### src/sv/pwfd_pkg.sv
// ----------------------------------------------------------------------------
// pwfd_pkg
// Shared types and constants of the pulse-width frame decoder.
// ----------------------------------------------------------------------------
package pwfd_pkg;

  // Field widths
  localparam int TIME_W     = 10;
  localparam int BYTE_W     = 8;
  localparam int INDEX_W    = 6;
  localparam int LENGTH_W   = 7;
  localparam int EXPECT_W   = 9;
  localparam int BITPOS_W   = 3;
  localparam int CFG_IDX_W  = 3;

  // Default frame capacity in bytes
  localparam int FRAME_CAPACITY_DEFAULT = 64;

  // Queue between front and back, and result queue
  localparam int QUEUE_DEPTH = 2;
  localparam int QPTR_W      = $clog2(QUEUE_DEPTH);
  localparam int QCNT_W      = $clog2(QUEUE_DEPTH + 1);

  // Register indexes
  localparam logic [CFG_IDX_W-1:0] REG_FIRST_START  = 3'd0;
  localparam logic [CFG_IDX_W-1:0] REG_SECOND_START = 3'd1;
  localparam logic [CFG_IDX_W-1:0] REG_THIRD_START  = 3'd2;
  localparam logic [CFG_IDX_W-1:0] REG_FOURTH_START = 3'd3;
  localparam logic [CFG_IDX_W-1:0] REG_GAP_TIMEOUT  = 3'd4;
  localparam logic [CFG_IDX_W-1:0] REG_LONG_PULSE   = 3'd5;

  // Register reset values
  localparam logic [TIME_W-1:0] FIRST_START_RST  = 10'd80;
  localparam logic [TIME_W-1:0] SECOND_START_RST = 10'd80;
  localparam logic [TIME_W-1:0] THIRD_START_RST  = 10'd20;
  localparam logic [TIME_W-1:0] FOURTH_START_RST = 10'd20;
  localparam logic [TIME_W-1:0] GAP_TIMEOUT_RST  = 10'd200;
  localparam logic [TIME_W-1:0] LONG_PULSE_RST   = 10'd20;

  // Length byte offset
  localparam logic [EXPECT_W-1:0] LENGTH_OFFSET = 9'd2;

  // Receive phases
  typedef enum logic [2:0] {
    PH_IDLE   = 3'd0,
    PH_START1 = 3'd1,
    PH_START2 = 3'd2,
    PH_START3 = 3'd3,
    PH_START4 = 3'd4,
    PH_DUMMY  = 3'd5,
    PH_DATA   = 3'd6
  } phase_t;

  // One classified edge
  typedef struct packed {
    logic level;
    logic over_first;
    logic over_second;
    logic over_third;
    logic over_fourth;
    logic over_gap;
    logic long_pulse;
  } edge_class_t;

  // One result item
  typedef struct packed {
    logic                byte_valid;
    logic [BYTE_W-1:0]   data_byte;
    logic [INDEX_W-1:0]  byte_index;
    logic                frame_done;
    logic [LENGTH_W-1:0] frame_length;
    logic                timed_out;
  } result_t;

endpackage

### src/sv/pwfd_front.sv
// ----------------------------------------------------------------------------
// pwfd_front
// Holds the width thresholds, classifies each edge against them and queues
// the classified edges for the decoder.
// ----------------------------------------------------------------------------
module pwfd_front
  import pwfd_pkg::*;
(
  input  logic                 clk,
  input  logic                 rst,
  input  logic                 cfg_valid,
  output logic                 cfg_ready,
  input  logic [CFG_IDX_W-1:0] cfg_index,
  input  logic [TIME_W-1:0]    cfg_data,
  input  logic                 push,
  output logic                 full,
  input  logic                 line_level,
  input  logic [TIME_W-1:0]    interval,
  output logic                 item_valid,
  output edge_class_t          item,
  input  logic                 item_pop
);

  logic [TIME_W-1:0] first_start_min;
  logic [TIME_W-1:0] second_start_min;
  logic [TIME_W-1:0] third_start_min;
  logic [TIME_W-1:0] fourth_start_min;
  logic [TIME_W-1:0] gap_timeout;
  logic [TIME_W-1:0] long_pulse_min;

  edge_class_t             in_class;
  edge_class_t             qmem [QUEUE_DEPTH];
  logic [QPTR_W-1:0]       wr_ptr;
  logic [QPTR_W-1:0]       rd_ptr;
  logic [QCNT_W-1:0]       count;
  logic                    do_push;

  assign cfg_ready = 1'b1;

  // Write threshold registers; unknown indexes are dropped
  always_ff @(posedge clk) begin
    if (rst) begin
      first_start_min  <= FIRST_START_RST;
      second_start_min <= SECOND_START_RST;
      third_start_min  <= THIRD_START_RST;
      fourth_start_min <= FOURTH_START_RST;
      gap_timeout      <= GAP_TIMEOUT_RST;
      long_pulse_min   <= LONG_PULSE_RST;
    end else if (cfg_valid && cfg_ready) begin
      case (cfg_index)
        REG_FIRST_START:  first_start_min  <= cfg_data;
        REG_SECOND_START: second_start_min <= cfg_data;
        REG_THIRD_START:  third_start_min  <= cfg_data;
        REG_FOURTH_START: fourth_start_min <= cfg_data;
        REG_GAP_TIMEOUT:  gap_timeout      <= cfg_data;
        REG_LONG_PULSE:   long_pulse_min   <= cfg_data;
        default: ;
      endcase
    end
  end

  // Classify the incoming edge
  always_comb begin
    in_class.level       = line_level;
    in_class.over_first  = interval > first_start_min;
    in_class.over_second = interval > second_start_min;
    in_class.over_third  = interval > third_start_min;
    in_class.over_fourth = interval > fourth_start_min;
    in_class.over_gap    = interval > gap_timeout;
    in_class.long_pulse  = interval > long_pulse_min;
  end

  assign full       = (count == QCNT_W'(QUEUE_DEPTH));
  assign do_push    = push && !full;
  assign item_valid = (count != '0);
  assign item       = qmem[rd_ptr];

  // Store classified edges
  always_ff @(posedge clk) begin
    if (do_push) begin
      qmem[wr_ptr] <= in_class;
    end
  end

  // Advance pointers and fill count
  always_ff @(posedge clk) begin
    if (rst) begin
      wr_ptr <= '0;
      rd_ptr <= '0;
      count  <= '0;
    end else begin
      if (do_push) begin
        wr_ptr <= wr_ptr + QPTR_W'(1);
      end
      if (item_pop) begin
        rd_ptr <= rd_ptr + QPTR_W'(1);
      end
      if (do_push && !item_pop) begin
        count <= count + QCNT_W'(1);
      end else if (!do_push && item_pop) begin
        count <= count - QCNT_W'(1);
      end
    end
  end

endmodule

### src/sv/pwfd_back.sv
// ----------------------------------------------------------------------------
// pwfd_back
// Walks the start preamble, samples data bits, packs bytes and tracks the
// frame length; makes at most one result per classified edge.
// ----------------------------------------------------------------------------
module pwfd_back
  import pwfd_pkg::*;
#(
  parameter int FRAME_CAPACITY = FRAME_CAPACITY_DEFAULT
) (
  input  logic        clk,
  input  logic        rst,
  input  logic        item_valid,
  input  edge_class_t item,
  output logic        item_pop,
  input  logic        res_full,
  output logic        res_push,
  output result_t     res
);

  localparam int CNT_W = $clog2(FRAME_CAPACITY + 1);

  phase_t              phase, phase_next;
  logic [BITPOS_W-1:0] bit_position, bit_position_next;
  logic [BYTE_W-1:0]   partial_byte, partial_byte_next;
  logic                odd_half, odd_half_next;
  logic [CNT_W-1:0]    bytes_stored, bytes_stored_next;
  logic [EXPECT_W-1:0] expected_bytes, expected_bytes_next;
  logic                advance;

  assign advance  = item_valid && !res_full;
  assign item_pop = advance;
  assign res_push = advance && (res.byte_valid || res.frame_done);

  // Hold decoder state
  always_ff @(posedge clk) begin
    if (rst) begin
      phase          <= PH_IDLE;
      bit_position   <= '0;
      partial_byte   <= '0;
      odd_half       <= 1'b0;
      bytes_stored   <= '0;
      expected_bytes <= '0;
    end else begin
      phase          <= phase_next;
      bit_position   <= bit_position_next;
      partial_byte   <= partial_byte_next;
      odd_half       <= odd_half_next;
      bytes_stored   <= bytes_stored_next;
      expected_bytes <= expected_bytes_next;
    end
  end

  // Step the decoder by one edge
  always_comb begin
    logic take;
    logic [BYTE_W-1:0] byte_val;
    phase_next          = phase;
    bit_position_next   = bit_position;
    partial_byte_next   = partial_byte;
    odd_half_next       = odd_half;
    bytes_stored_next   = bytes_stored;
    expected_bytes_next = expected_bytes;
    res                 = '0;
    take                = 1'b0;
    byte_val            = '0;

    if (advance) begin
      // Timeout or first high edge
      if (phase_next != PH_IDLE && item.over_gap) begin
        if (phase_next == PH_DATA) begin
          res.frame_done   = 1'b1;
          res.timed_out    = 1'b1;
          res.frame_length = LENGTH_W'(bytes_stored_next);
        end
        phase_next = PH_IDLE;
      end else if (item.level && phase_next == PH_IDLE) begin
        phase_next = PH_START1;
      end

      // Long high pulse ended by a falling edge restarts the preamble
      if (!item.level && item.over_first) begin
        phase_next = PH_START2;
      end

      if (item.level && phase_next == PH_START2) begin
        phase_next = item.over_second ? PH_START3 : PH_IDLE;
      end else if (phase_next == PH_START3) begin
        phase_next = item.over_third ? PH_START4 : PH_IDLE;
      end else if (phase_next == PH_START4) begin
        phase_next = item.over_fourth ? PH_DUMMY : PH_IDLE;
      end else if (phase_next == PH_DUMMY) begin
        bit_position_next = '0;
        odd_half_next     = 1'b0;
        partial_byte_next = '0;
        bytes_stored_next = '0;
        phase_next        = PH_DATA;
      end else if (phase_next == PH_DATA) begin
        // A long pulse samples; a short pulse samples only when it follows an unsampled short pulse
        take          = item.long_pulse || odd_half;
        odd_half_next = !take;
        if (take) begin
          byte_val = partial_byte;
          byte_val[bit_position] = partial_byte[bit_position] | item.level;
          if (bit_position == BITPOS_W'(BYTE_W - 1)) begin
            bit_position_next = '0;
            if (bytes_stored == '0) begin
              expected_bytes_next = {1'b0, byte_val} + LENGTH_OFFSET;
            end
            if (bytes_stored < CNT_W'(FRAME_CAPACITY)) begin
              res.byte_valid    = 1'b1;
              res.data_byte     = byte_val;
              res.byte_index    = INDEX_W'(bytes_stored);
              bytes_stored_next = bytes_stored + CNT_W'(1);
            end
            partial_byte_next = '0;
          end else begin
            partial_byte_next = byte_val;
            bit_position_next = bit_position + BITPOS_W'(1);
          end
        end
        // Frame ends by count
        if (expected_bytes_next != '0 &&
            EXPECT_W'(bytes_stored_next) >= expected_bytes_next) begin
          res.frame_done    = 1'b1;
          res.timed_out     = 1'b0;
          res.frame_length  = LENGTH_W'(bytes_stored_next);
          bytes_stored_next = '0;
          phase_next        = PH_IDLE;
        end
      end
    end
  end

endmodule

### src/sv/pwfd_outq.sv
// ----------------------------------------------------------------------------
// pwfd_outq
// Short result queue between the decoder and the receiver.
// ----------------------------------------------------------------------------
module pwfd_outq
  import pwfd_pkg::*;
(
  input  logic    clk,
  input  logic    rst,
  input  logic    res_push,
  input  result_t res,
  output logic    res_full,
  input  logic    pop,
  output logic    empty,
  output result_t head
);

  result_t           qmem [QUEUE_DEPTH];
  logic [QPTR_W-1:0] wr_ptr;
  logic [QPTR_W-1:0] rd_ptr;
  logic [QCNT_W-1:0] count;
  logic              do_pop;

  assign res_full = (count == QCNT_W'(QUEUE_DEPTH));
  assign empty    = (count == '0);
  assign do_pop   = pop && !empty;
  assign head     = qmem[rd_ptr];

  // Store results
  always_ff @(posedge clk) begin
    if (res_push) begin
      qmem[wr_ptr] <= res;
    end
  end

  // Advance pointers and fill count
  always_ff @(posedge clk) begin
    if (rst) begin
      wr_ptr <= '0;
      rd_ptr <= '0;
      count  <= '0;
    end else begin
      if (res_push) begin
        wr_ptr <= wr_ptr + QPTR_W'(1);
      end
      if (do_pop) begin
        rd_ptr <= rd_ptr + QPTR_W'(1);
      end
      if (res_push && !do_pop) begin
        count <= count + QCNT_W'(1);
      end else if (!res_push && do_pop) begin
        count <= count - QCNT_W'(1);
      end
    end
  end

endmodule

### src/sv/pulse_width_frame_decoder.sv
// ----------------------------------------------------------------------------
// pulse_width_frame_decoder
// Decodes pulse-width coded radio frames from a stream of line edges.
// ----------------------------------------------------------------------------
// Input: one edge per transfer (line_level, interval), taken when push is
// high and full is low. Results: while empty is low the oldest result is on
// byte_valid, data_byte, byte_index, frame_done, frame_length and timed_out;
// pop takes it. An edge gives zero or one result.
// Thresholds: write cfg_data to register cfg_index with cfg_valid; cfg_ready
// is always high. Write only while no edge is in flight.
// An edge is registered in the edge queue; the decoder then writes its result
// into the result queue, waiting while that queue is full.
// Throughput: one edge per clock while the result queue has room; the decoder
// then steps once per clock, limited by its single phase and byte state.
// Reset restores the default thresholds, returns to idle and empties both
// queues. If the receiver stops popping, the two-entry result queue fills,
// the decoder stops, the two-entry edge queue fills, and full rises.
// ----------------------------------------------------------------------------
module pulse_width_frame_decoder
  import pwfd_pkg::*;
#(
  parameter int FRAME_CAPACITY = FRAME_CAPACITY_DEFAULT
) (
  input  logic                 clk,
  input  logic                 rst,
  input  logic                 cfg_valid,
  output logic                 cfg_ready,
  input  logic [CFG_IDX_W-1:0] cfg_index,
  input  logic [TIME_W-1:0]    cfg_data,
  input  logic                 push,
  output logic                 full,
  input  logic                 line_level,
  input  logic [TIME_W-1:0]    interval,
  output logic                 empty,
  input  logic                 pop,
  output logic                 byte_valid,
  output logic [BYTE_W-1:0]    data_byte,
  output logic [INDEX_W-1:0]   byte_index,
  output logic                 frame_done,
  output logic [LENGTH_W-1:0]  frame_length,
  output logic                 timed_out
);

  logic        item_valid;
  edge_class_t item;
  logic        item_pop;
  logic        res_full;
  logic        res_push;
  result_t     res;
  result_t     head;

  pwfd_front u_front (
    .clk        (clk),
    .rst        (rst),
    .cfg_valid  (cfg_valid),
    .cfg_ready  (cfg_ready),
    .cfg_index  (cfg_index),
    .cfg_data   (cfg_data),
    .push       (push),
    .full       (full),
    .line_level (line_level),
    .interval   (interval),
    .item_valid (item_valid),
    .item       (item),
    .item_pop   (item_pop)
  );

  pwfd_back #(
    .FRAME_CAPACITY (FRAME_CAPACITY)
  ) u_back (
    .clk        (clk),
    .rst        (rst),
    .item_valid (item_valid),
    .item       (item),
    .item_pop   (item_pop),
    .res_full   (res_full),
    .res_push   (res_push),
    .res        (res)
  );

  pwfd_outq u_outq (
    .clk      (clk),
    .rst      (rst),
    .res_push (res_push),
    .res      (res),
    .res_full (res_full),
    .pop      (pop),
    .empty    (empty),
    .head     (head)
  );

  assign byte_valid   = head.byte_valid;
  assign data_byte    = head.data_byte;
  assign byte_index   = head.byte_index;
  assign frame_done   = head.frame_done;
  assign frame_length = head.frame_length;
  assign timed_out    = head.timed_out;

endmodule

### config.mk
export PLATFORM = sky130hd
export DESIGN_NAME = pulse_width_frame_decoder
export DESIGN_NICKNAME = d
export VERILOG_FILES = /design/src/sv/pwfd_pkg.sv /design/src/sv/pwfd_front.sv /design/src/sv/pwfd_back.sv /design/src/sv/pwfd_outq.sv /design/src/sv/pulse_width_frame_decoder.sv
export SDC_FILE = /design/constraint.sdc
export NUM_CORES = 1
export LEC_CHECK = 0
export BUFFER_PORTS_ARGS = -buffer_cell sky130_fd_sc_hd__buf_2
export CAP_MARGIN = 10
export CORE_MARGIN = 4
export CORE_UTILIZATION = 45
export DETAILED_ROUTE_END_ITERATION = 12
export GPL_TIMING_DRIVEN = 0
export PLACE_DENSITY = 0.72
export SETUP_SLACK_MARGIN = 0.05
export SYNTH_ARGS = -nofsm -noshare
export SYNTH_HDL_FRONTEND = slang
export SYNTH_SLANG_ARGS = --single-unit
export TNS_END_PERCENT = 5
### constraint.sdc
create_clock -name clk -period 10.75 [get_ports clk]
set_input_delay 2.15 -clock clk [delete_from_list [all_inputs] [get_ports clk]]
set_output_delay 2.15 -clock clk [all_outputs]
set_load 0.02 [all_outputs]
==> metrics, run 1 <==
outcome complete, no violations; worst flop-to-flop path startpoint u_back.bit_position[1]; CP cell instances clkbuf_1 > nand2b_1 > or3_1 > nand2b_1 > ha_1 > inv_1 > o41ai_1 > nand2b_1 > a221oi_1 > nor2_1 > ha_1 > nand3_1 > nand2_1 > a31oi_1 > o21ai_1 > and2_1; layout cell share with drive strength beyond 1 about an eighth; Clock power frac 39.8%; critical path endpoint category flip-flop; storage element area ~4000 µm²; Internal around 1.1 mW; DIE AREA 21730 µm²; register bit count reported by yosys between 150 and 200; setup bufs post-CTS 0; RSZ-0062 raised after global routing false; critical path peak fanout 24; Final Setup Violations 0; Crit-path slowest cell and2_1; largest buffer count on any clock path 2; Slew Viols, Final 0; nets@finish between 1000 and 1500; detailed-placement wirelength estimate approximately 15 mm; drc violations 0; final instance area 9976 µm²; placed inst area between 9000 and 10000 µm²; Via-to-Cell Ratio approximately 5.5; clock latency on the worst-skew pair ~0.43 ns; TritonCTS Sinks approximately 160; Crit Reg-Reg Endpoint u_outq.qmem[0][20]; sequential cell fraction of total power 43.6%; R2R Setup Slk between 5 and 6 ns; GRT Total Usage a little under 20%; post-CTS sizing 0; CTS tree done; share of the yosys chip area belonging to registers between 40 and 50%; PortBufs 54; Slew @ Worst Pin about 1.1 ns; Max VDD drop ~0.13 mV; Crit Path Class reg2reg; total wire length ~21 mm; Critical Path Sink u_outq.qmem[0][20]; Antenna diodes 0; Chip Width roughly 150 µm; Power Density between 150 and 200 nW/µm²; Area Growth Syn to Fin 14.06%; synth warn 0; sw power between 400 and 500 µW; placed instance count 1261; Setup Total Neg Slack 0 ns; crit path from u_back.bit_position[1]; synthesized cell area about 8700 µm²; clk root buf clkbuf_16; most frequent cells in the layout nand2_1 (137), dfxtp_1 (101), a21oi_1 (81), inv_1 (79), ha_1 (75); vias in the first global route ~6700; Static Leakage approximately 3.8 nW; 1st-pass router iterations 5; DR vias roughly 7100; Starting Density 46.29%; WP data arrival roughly 5.2 ns; WP buf/inv 2; cell mode on critical path nand2b_1; synth unique cells 71; critical path depth 16; Mapped Nets between 1000 and 1500; slowest stage delay, CP 0.88 ns; hold_buf cts 0; worst hold path class reg2reg; fmax roughly 200 MHz; H-tree levels 4; cell taking the most area after synthesis dfxtp_1; Final Hold Viols 0; Reg2Reg Depth 16; Max-cap violations 0; multi-input logic area around 4400 µm²; final core utilization between 50% and 60%; # IOs 56; Clock Skew roughly 0.008 ns; cts bufs inserted 17; ys flop type dfxtp_1; slew margin rel. between 20% and 30%; synth top area cells dfxtp_1 (23%), edfxtp_1 (21%), ha_1 (11%); synthesized area per cell 9.245 µm²; Period minus WS final just over 5 ns; core area 18890 µm²; combinational fraction of design power around 17%; CP Data Required Time 10.80 ns; synthesized instance count approximately 950; Rows 50; largest net degree at the start of global routing 25; total gr overflow 0; commonest non-fill, non-tap cell in the layout nand2_1; WL/cell ~16 µm; gpl congestion between 0.8 and 0.9; crit start category flip-flop; global-route wire length before repair around 34 mm; Fill cells ~1800; Post-DRT Antenna Nets 0; fin cells 1294; DR iter-0 viols about 350; Async S/R FF share, synth 0%; clock-pin slew on the worst setup and hold paths about 0.070 ns; Crit path max-delay family simple AND/OR/NAND/NOR gates; chip height about 150 µm; Final Cycle Share 47.85%; Synth top area share a little under a quarter; Hold WS approximately 0.45 ns; EDFF count, synth 62; initial antenna violation count 0; switching share of total power approximately 29%
-- power by group through the flow --
| stage | combinational [mW] | sequential [mW] | clock, mW |
|---|---|---|---|
| 5_1_grt | 0.285 | 0.682 | 0.660 |
| 2_1_floorplan | 0.186 | 0.689 | 0 |
| 6_report | 0.258 | 0.679 | 0.620 |
| 3_5_place_dp | 0.256 | 0.692 | 0 |
| 3_3_place_gp | 0.251 | 0.692 | 0 |
| 4_1_cts | 0.258 | 0.679 | 0.630 |
-- sequential cells by signal, indices dropped and copies added, names as in the netlist, named ones only --
register and flops:
u_back.bit_position 3, u_back.bytes_stored 7, u_back.expected_bytes 9, u_back.odd_half 1, u_back.partial_byte 8, u_back.phase 3, u_front.count 2, u_front.first_start_min 10
u_front.fourth_start_min 10, u_front.gap_timeout 10, u_front.long_pulse_min 10, u_front.qmem 14, u_front.rd_ptr 1, u_front.second_start_min 10, u_front.third_start_min 10, u_front.wr_ptr 1
u_outq.count 2, u_outq.qmem 48, u_outq.rd_ptr 1, u_outq.wr_ptr 1
-- metrics by stage --
step | setup WS (ns) | power [mW]
2_1_floorplan | 5.300 | 0.8747
3_3_place_gp | 3.818 | 0.9431
3_5_place_dp | 5.667 | 0.9481
4_1_cts | 5.628 | 1.566
5_1_grt | 5.212 | 1.627
6_report | 5.606 | 1.557
-- worst reg2reg max path, delay by kind of cell, from the launching register on --
kind / cells / cell delay [ns]
adder cells (fa/ha/maj): 2 / 0.49
AND/OR/NAND/NOR: 8 / 1.87
flip-flops: 1 / 0.48
AO/OA/AOI/OAI: 4 / 1.47
buffers and inverters: 2 / 0.44
-- cells in the mapped netlist, types with 9 or more instances --
master and count:
nand4_1 14, a211o_1 9, inv_1 79, a21o_1 19, o21ai_0 17, nand2b_1 13, dfxtp_1 101, a31oi_1 10
nor2b_1 11, nor2_1 74, ha_1 75, nand3_1 16, edfxtp_1 62, a21oi_1 81, o21ai_1 12, mux2i_1 15
clkbuf_1 26, mux2_2 27, nand2_1 137, nor3_1 17, or3_1 9, o21a_1 9
-- cell type report --
class / instances / area share, %
plain buffers: 36 / 1.706
well taps: 260 / 3.261
inverters: 80 / 3.010
flip-flops and latches: 163 / 38.93
clock buffers: 17 / 4.264
repair buffers: 56 / 2.910
clock inverters: 15 / 1.718
multi-input cells: 667 / 44.20
-- logic make-up (layout without fill, tap and decap cells) --
kind of cell               Yosys count  in the layout  share of synthesized area (%)
DFF                                163            163                          44.41
other                                1              1                        0.04288
xor gates and xnor gates            12             12                          1.202
muxes                               43             43                          5.322
AOI/OAI and AO/OA                  211            211                          15.68
and+or+nand+nor                    325            325                          17.24
buffers and inverters              116            204                          5.379
adders and majority gates           75             75                          10.73
-- metal layers --
metal  wire length [µm]  vias up  GRT usage [%]
met5                  0        -              0
met4                325        0          5.685
met3               1183       24          3.648
met2               9901      204          32.37
met1               9558     3361          26.02
li1                   -     3506              -
-- how the worst min path moves through the flow --
stage,cells past startpoint,to,start
after floorplan,2,u_front.first_start_min[1],u_front.first_start_min[1]
after global placement,2,u_front.fourth_start_min[5],u_front.fourth_start_min[5]
after detailed placement,2,u_front.long_pulse_min[5],u_front.long_pulse_min[5]
after CTS,2,u_front.gap_timeout[5],u_front.gap_timeout[5]
after global routing,2,u_front.gap_timeout[5],u_front.gap_timeout[5]
final,2,u_front.long_pulse_min[3],u_front.long_pulse_min[3]
(Power assumes the default switching activity.)
==> run 2, diff against run 1 <==
--- a/config.mk
+++ b/config.mk
@@ -5,6 +5,7 @@
 export SDC_FILE = /design/constraint.sdc
 export NUM_CORES = 1
 export LEC_CHECK = 0
+export ABC_AREA = 1
 export BUFFER_PORTS_ARGS = -buffer_cell sky130_fd_sc_hd__buf_2
 export CAP_MARGIN = 10
 export CORE_MARGIN = 4
==> constraint.sdc (replaced) <==
create_clock -name clk -period 5.3 [get_ports clk]
set_input_delay 1.06 -clock clk [delete_from_list [all_inputs] [get_ports clk]]
set_output_delay 1.06 -clock clk [all_outputs]
set_load 0.02 [all_outputs]
==> run 2 against run 1 <==
- area after synthesis increased by 0.16%
- via count decreased by 1.8%
- wire length decreased by 9.4%
- setup slack got worse by 5.0 ns
- core utilization decreased by 0.32 points
- clock-buffer cell count increased by 1
- first-iteration DRC count increased by 7.7%
- critical endpoint is now u_outq.qmem[0][18]
==> metrics, run 2 <==
outcome complete, no violations; largest net degree at the start of global routing 26 (+4.0%); initial antenna violation count 0 (unchanged); clock latency on the worst-skew pair 0.44 ns (about the same); Slew @ Worst Pin 0.9581 ns (-0.1311 ns); critical path depth 28 (+12); post-synthesis mux area share 3.085% (-2.2 points); Setup WS pre-CTS 0.6739 ns (-4.993 ns); worst hold path class reg2reg; worst flop-to-flop path startpoint u_back.bit_position[0]; Worst Hold End u_front.second_start_min[7]; Starting Density 46.21% (-0.080 points); cell taking the most area after synthesis dfxtp_1; synthesized area per cell 8.496 µm² (-8.1%); synthesized instance count 1031 (+9.0%); Post-DRT Antenna Nets 0 (unchanged); Antenna diodes 0 (unchanged); RSZ-0062 raised after global routing false; critical path endpoint category flip-flop; Max VDD drop 0.2447 mV (+95%); nets@finish 1208 (+7.4%); Power Density 331.4 nW/µm² (+110%); Crit-path slowest cell inv_1; total gr overflow 0 (unchanged); TritonCTS Sinks 163 (unchanged); Post-Synth Simple-Gate Area 16.97% (-0.27 points); slowest stage delay, CP 0.69 ns (-0.19 ns); Chip Width 147.5 µm (about the same); vias in the first global route 6912 (+3.5%); synth warn 0 (unchanged); share of the yosys chip area belonging to registers 44.34% (-0.070 points); Fill cells 1748 (-1.2%); GRT Total Usage 18.09% (-1.4 points); 1st-pass router iterations 5 (unchanged); crit start category flip-flop; Final Cycle Share 87.83% (+40 points); clock-pin slew on the worst setup and hold paths 0.07 ns (about the same); most frequent cells in the layout inv_1 (153), nand2_1 (152), dfxtp_1 (101), a21oi_1 (90), nor2_1 (88); WL/cell 13.80 µm (-15%); Max-cap violations 0 (unchanged); Synth top area share 23.08% (-0.036 points); Crit path max-delay family simple AND/OR/NAND/NOR gates; compound-gate portion of the synthesized area 15.31% (-0.37 points); synthesized cell area 8760 µm² (+0.16%); clk root buf clkbuf_16; cell mode on critical path nand2_1; Largest register FFs 48 (unchanged); chip height 147.5 µm (about the same); detailed-placement wirelength estimate 14.76 mm (-0.69%); Hold WS 0.4574 ns (+0.002710 ns); crit path from u_back.bit_position[0]; Period minus WS final 4.655 ns (-0.4885 ns); biggest registers after layout u_outq.qmem x48, u_front.qmem x14; critical path peak fanout 24 (unchanged); fmax 214.8 MHz (+10%); total wire length 19.00 mm (-9.4%); Async S/R FF share, synth 0% (unchanged); DR vias 6968 (-1.8%); WP buf/inv 6 (+4); synth unique cells 46 (-35%); Final Setup Violations 0 (unchanged); CP Data Required Time 5.35 ns (-5.45 ns); setup bufs post-CTS 0 (unchanged); drc violations 0 (unchanged); largest buffer count on any clock path 2 (unchanged); Crit Reg-Reg Endpoint u_outq.qmem[0][18]; gpl congestion 0.8847 (+1.6%); Setup Total Neg Slack 0 ns (unchanged); # IOs 56 (unchanged); Area Growth Syn to Fin 13.57%; worst setup margin 0.6450 ns (-4.961 ns); post-CTS sizing 0 (unchanged); Reg2Reg Depth 28 (+12); R2R Setup Slk 0.65 ns (-4.96 ns); global-route wire length before repair 32.07 mm (-5.5%); synth top area cells dfxtp_1 (23%), edfxtp_1 (21%), ha_1 (11%); post-synthesis xor/xnor area fraction 0.5999% (-0.60 points); largest family of logic cells by synthesized area simple AND/OR/NAND/NOR gates; most frequent cell after synthesis inv_1; hold path start u_front.second_start_min[7]; Clock Skew 0.01223 ns (+0.004423 ns); PortBufs 54 (unchanged); CTS tree done; layout cell share with drive strength beyond 1 15.76% (+2.7 points); Synth Area in Adders 10.71% (-0.017 points); Static Leakage 4.135 nW (+10%); Slew Viols, Final 0 (unchanged); Final Hold Viols 0 (unchanged); synth cell count leaders inv_1 (153), nand2_1 (152), dfxtp_1 (101); Rows 50 (unchanged); commonest non-fill, non-tap cell in the layout inv_1; most flop-heavy register u_outq.qmem; DIE AREA 21760 µm² (+0.15%); H-tree levels 4 (unchanged); slew margin rel. 36.06% (+8.7 points); Mapped Nets 1135 (+8.1%); Crit Path Class reg2reg; WHS Path Cells 2 (unchanged); DR iter-0 viols 378 (+7.7%); Via-to-Cell Ratio 5.060 (-7.7%); EDFF count, synth 62 (unchanged); hold_buf cts 0 (unchanged); ys flop type dfxtp_1; cts bufs inserted 17 (unchanged); core area 18960 µm² (+0.33%); WP data arrival 4.71 ns (-0.48 ns); register bit count reported by yosys 163 (unchanged)
-- run 2: cell count changes after synthesis, moves of 17 or more --
| cell | previous run | this run |
|---|---|---|
| a21o_1 | 19 | 0 |
| inv_1 | 79 | 153 |
| inv_2 | 1 | 19 |
| nand3_1 | 16 | 37 |
| o211ai_1 | 5 | 22 |
| o21ai_0 | 17 | 72 |
-- run 2: worst max-delay path by stage --
stage | end | slack (ns)
after global routing | u_outq.qmem[0][17] | 0.19
after global placement | u_outq.qmem[0][21] | 0.79
final | u_outq.qmem[0][18] | 0.65
after CTS | u_outq.qmem[0][18] | 0.64
after floorplan | u_outq.qmem[0][0] | 1.49
after detailed placement | u_outq.qmem[0][21] | 0.67
-- run 2: tightest hold or removal path: cells and delay by family, from the launching register on --
family	cells	cell delay, ns
AOI/OAI and AO/OA	1	0.06
buffers and inverters	1	0.06
DFF	1	0.30
-- run 2: final cells by class --
| type | count | area, µm² | area share [%] |
|---|---|---|---|
| plain buffers | 27 | 137.6 | 1.383 |
| clock buffers | 18 | 429.2 | 4.314 |
| clock inverters | 14 | 163.9 | 1.648 |
| inverters | 172 | 645.6 | 6.490 |
| multi-input cells | 669 | 4093 | 41.14 |
| flip-flops and latches | 163 | 3884 | 39.04 |
| well taps | 260 | 325.3 | 3.270 |
| repair buffers | 54 | 270.3 | 2.717 |
-- run 2: cells by family (layout without fill, tap and decap cells) --
| group | count (synthesis) | after routing |
|---|---|---|
| xor+xnor | 6 | 6 |
| other cells | 1 | 1 |
| mux | 24 | 24 |
| fa+ha+maj | 75 | 75 |
| simple gates | 330 | 330 |
| compound gates | 233 | 233 |
| flops | 163 | 163 |
| buf+inv | 199 | 285 |
-- run 2: per-stage QoR --
stage,util (%),total power [mW],std cells,instance area [µm²]
after floorplan,-,1.914,1031,8760
after detailed placement,49.35,2.096,1345,9355
final,52.48,3.297,1377,9948
after global routing,52.48,3.475,1377,9948
after CTS,52.48,3.321,1377,9948
after global placement,49.35,2.081,1345,9355
-- run 2: where the power goes --
part	internal [mW]	switching [mW]	total (mW)
Sequential	1.36	0.0269	1.39
Combinational	0.234	0.447	0.681
Clock	0.674	0.555	1.23
Total	2.27	1.03	3.30
-- run 2: metal layers --
metal,up-vias,wire length (µm),global-route usage (%)
li1,3612,-,-
met3,25,806,4.752
met4,0,274,4.939
met2,126,9423,32.16
met5,-,0,0
met1,3205,8499,21.66
==> run 3, diff against run 2 <==
--- a/config.mk
+++ b/config.mk
@@ -12,7 +12,6 @@
 export CORE_UTILIZATION = 45
 export DETAILED_ROUTE_END_ITERATION = 12
 export GPL_TIMING_DRIVEN = 0
-export PLACE_DENSITY = 0.72
 export SETUP_SLACK_MARGIN = 0.05
 export SYNTH_ARGS = -nofsm -noshare
 export SYNTH_HDL_FRONTEND = slang
==> run 3 against run 2 <==
- first-iteration DRC count is 11% lower
- maximum frequency up 1.8%
- largest power group unchanged
- cell count unchanged
- sequential power hardly changed
- via count shrank 0.66%
- die area unchanged
- flip-flop and latch count unchanged
- clock power about the same
- register-to-register slack better by 0.08 ns
- power fell by 0.69%
- critical path type unchanged
- critical path depth unchanged
==> metrics, run 3 (synthesis results as in run 2) <==
crit start category flip-flop; clock-pin slew on the worst setup and hold paths 0.07 ns (about the same); outcome complete, no violations; DR iter-0 viols 337 (-11%); total gr overflow 0 (unchanged); RSZ-0062 raised after global routing false; Period minus WS final 4.571 ns (-0.08398 ns); Starting Density 46.21% (unchanged); fin cells 1377 (unchanged); layout cell share with drive strength beyond 1 15.85% (+0.090 points); most flop-heavy register u_outq.qmem; Max VDD drop 0.2613 mV (+6.8%); critical path peak fanout 24 (unchanged); 1st-pass router iterations 5 (unchanged); cell mode on critical path nand2_1; PortBufs 54 (unchanged); Power Density 329.9 nW/µm² (-0.48%); chip height 147.5 µm (unchanged); slew margin rel. 37.49% (+1.4 points); hold path start u_front.rd_ptr; Crit-path slowest cell inv_1; CP Data Required Time 5.35 ns (about the same); Setup Total Neg Slack 0 ns (unchanged); gpl congestion 0.8617 (-2.6%); critical path endpoint category flip-flop; clk root buf clkbuf_16; Slew @ Worst Pin 0.9366 ns (-0.02154 ns); WL/cell 14.40 µm (+4.4%); clock latency on the worst-skew pair 0.42 ns (-0.02 ns); Static Leakage 4.110 nW (-0.61%); post-CTS sizing 0 (unchanged); total wire length 19.83 mm (+4.4%); cts bufs inserted 17 (unchanged); Final Setup Violations 0 (unchanged); Slew Viols, Final 0 (unchanged); detailed route wirelength on metal3 703 µm (-13%); Final Cycle Share 86.25% (-1.6 points); placed instance count 1345 (unchanged); vias in the first global route 6622 (-4.2%); TritonCTS Sinks 163 (unchanged); DIE AREA 21760 µm² (unchanged); worst flop-to-flop path startpoint u_back.bit_position[0]; highest metal used met4; worst hold path class reg2reg; WP data arrival 4.62 ns (-0.09 ns); WL met2 9.606 mm (+1.9%); Post-DRT Antenna Nets 0 (unchanged); largest buffer count on any clock path 2 (unchanged); DR vias 6922 (-0.66%); Clock Skew 0.009878 ns (-0.002349 ns); initial antenna violation count 0 (unchanged); GRT Total Usage 18.58% (+0.48 points); nets@finish 1208 (unchanged); most frequent cells in the layout inv_1 (153), nand2_1 (152), dfxtp_1 (101), a21oi_1 (90), nor2_1 (88); Final Hold Viols 0 (unchanged); Max-cap violations 0 (unchanged); Antenna diodes 0 (unchanged); Rows 50 (unchanged); R2R Setup Slk 0.73 ns (+0.08 ns); Reg2Reg Depth 28 (unchanged); # IOs 56 (unchanged); fmax 218.8 MHz (+1.8%); setup bufs post-CTS 0 (unchanged); Area Growth Syn to Fin 13.33%; largest net degree at the start of global routing 26 (unchanged); biggest registers after layout u_outq.qmem x48, u_front.qmem x14; drc violations 0 (unchanged); WHS Path Cells 1 (-1); slowest stage delay, CP 0.67 ns (-0.02 ns); commonest non-fill, non-tap cell in the layout inv_1; Crit Path Class reg2reg; global-route wire length before repair 32.42 mm (+1.1%); WL met1 9.138 mm (+7.5%); Chip Width 147.5 µm (unchanged); Largest register FFs 48 (unchanged); Via-to-Cell Ratio 5.027 (-0.66%); Crit Reg-Reg Endpoint u_outq.qmem[0][22]; H-tree levels 4 (unchanged); detailed-placement wirelength estimate 15.19 mm (+2.9%); hold_buf cts 0 (unchanged); core area 18960 µm² (unchanged); CTS tree done
-- run 3: power by group --
part           internal, mW  switching, mW  leakage [nW]  total (mW)
registers              1.36         0.0269          1.37        1.39
logic                 0.234          0.455          2.47       0.689
clock network         0.659          0.539         0.267        1.20
total                  2.25           1.02          4.11        3.27
-- run 3: worst max path at each step --
stage	from	endpoint	slack, ns	cells past startpoint
final	u_back.bit_position[0]	u_outq.qmem[0][22]	0.73	28
after global routing	u_back.bit_position[1]	u_outq.qmem[0][16]	0.13	26
after CTS	flip-flop	u_outq.qmem[0][16]	0.64	25
after global placement	flip-flop	u_outq.qmem[0][15]	0.67	25
after floorplan	u_back.bit_position[0]	u_outq.qmem[0][0]	1.49	28
after detailed placement	flip-flop	u_outq.qmem[0][15]	0.65	25
-- run 3: per-stage QoR --
stage	total power, mW	hold WS, ns	util, %	setup slack, ns	cell area (µm²)
final	3.274	0.4571	52.37	0.7290	9927
after detailed placement	2.108	0.4447	49.35	0.6509	9355
after floorplan	1.914	0.4259	-	1.487	8760
after global routing	3.444	0.4752	52.37	0.1269	9927
after global placement	2.100	0.4342	49.35	0.6723	9355
after CTS	3.304	0.4532	52.37	0.6363	9927
-- run 3: critical path, delay by kind of cell, from the launching register on --
kind | cells | cell delay [ns]
DFF | 1 | 0.32
adders and majority gates | 2 | 0.52
and+or+nand+nor | 19 | 1.97
AOI/OAI and AO/OA | 1 | 0.18
buffers and inverters | 6 | 1.18
-- run 3: per-layer routing --
layer,global-route usage [%],vias up
met4,6.291,0
met1,23.67,3156
met2,32.19,127
met5,0,-
met3,2.943,25
li1,-,3614
-- run 3: cell type report --
type                    instances  area, µm²
clock inverters                15      146.4
flip-flops and latches        163       3884
plain buffers                  27      137.6
fillers                      1842       9029
inverters                     172      645.6
multi-input cells             669       4093
clock buffers                  17      425.4
repair buffers                 54      270.3
well taps                     260      325.3
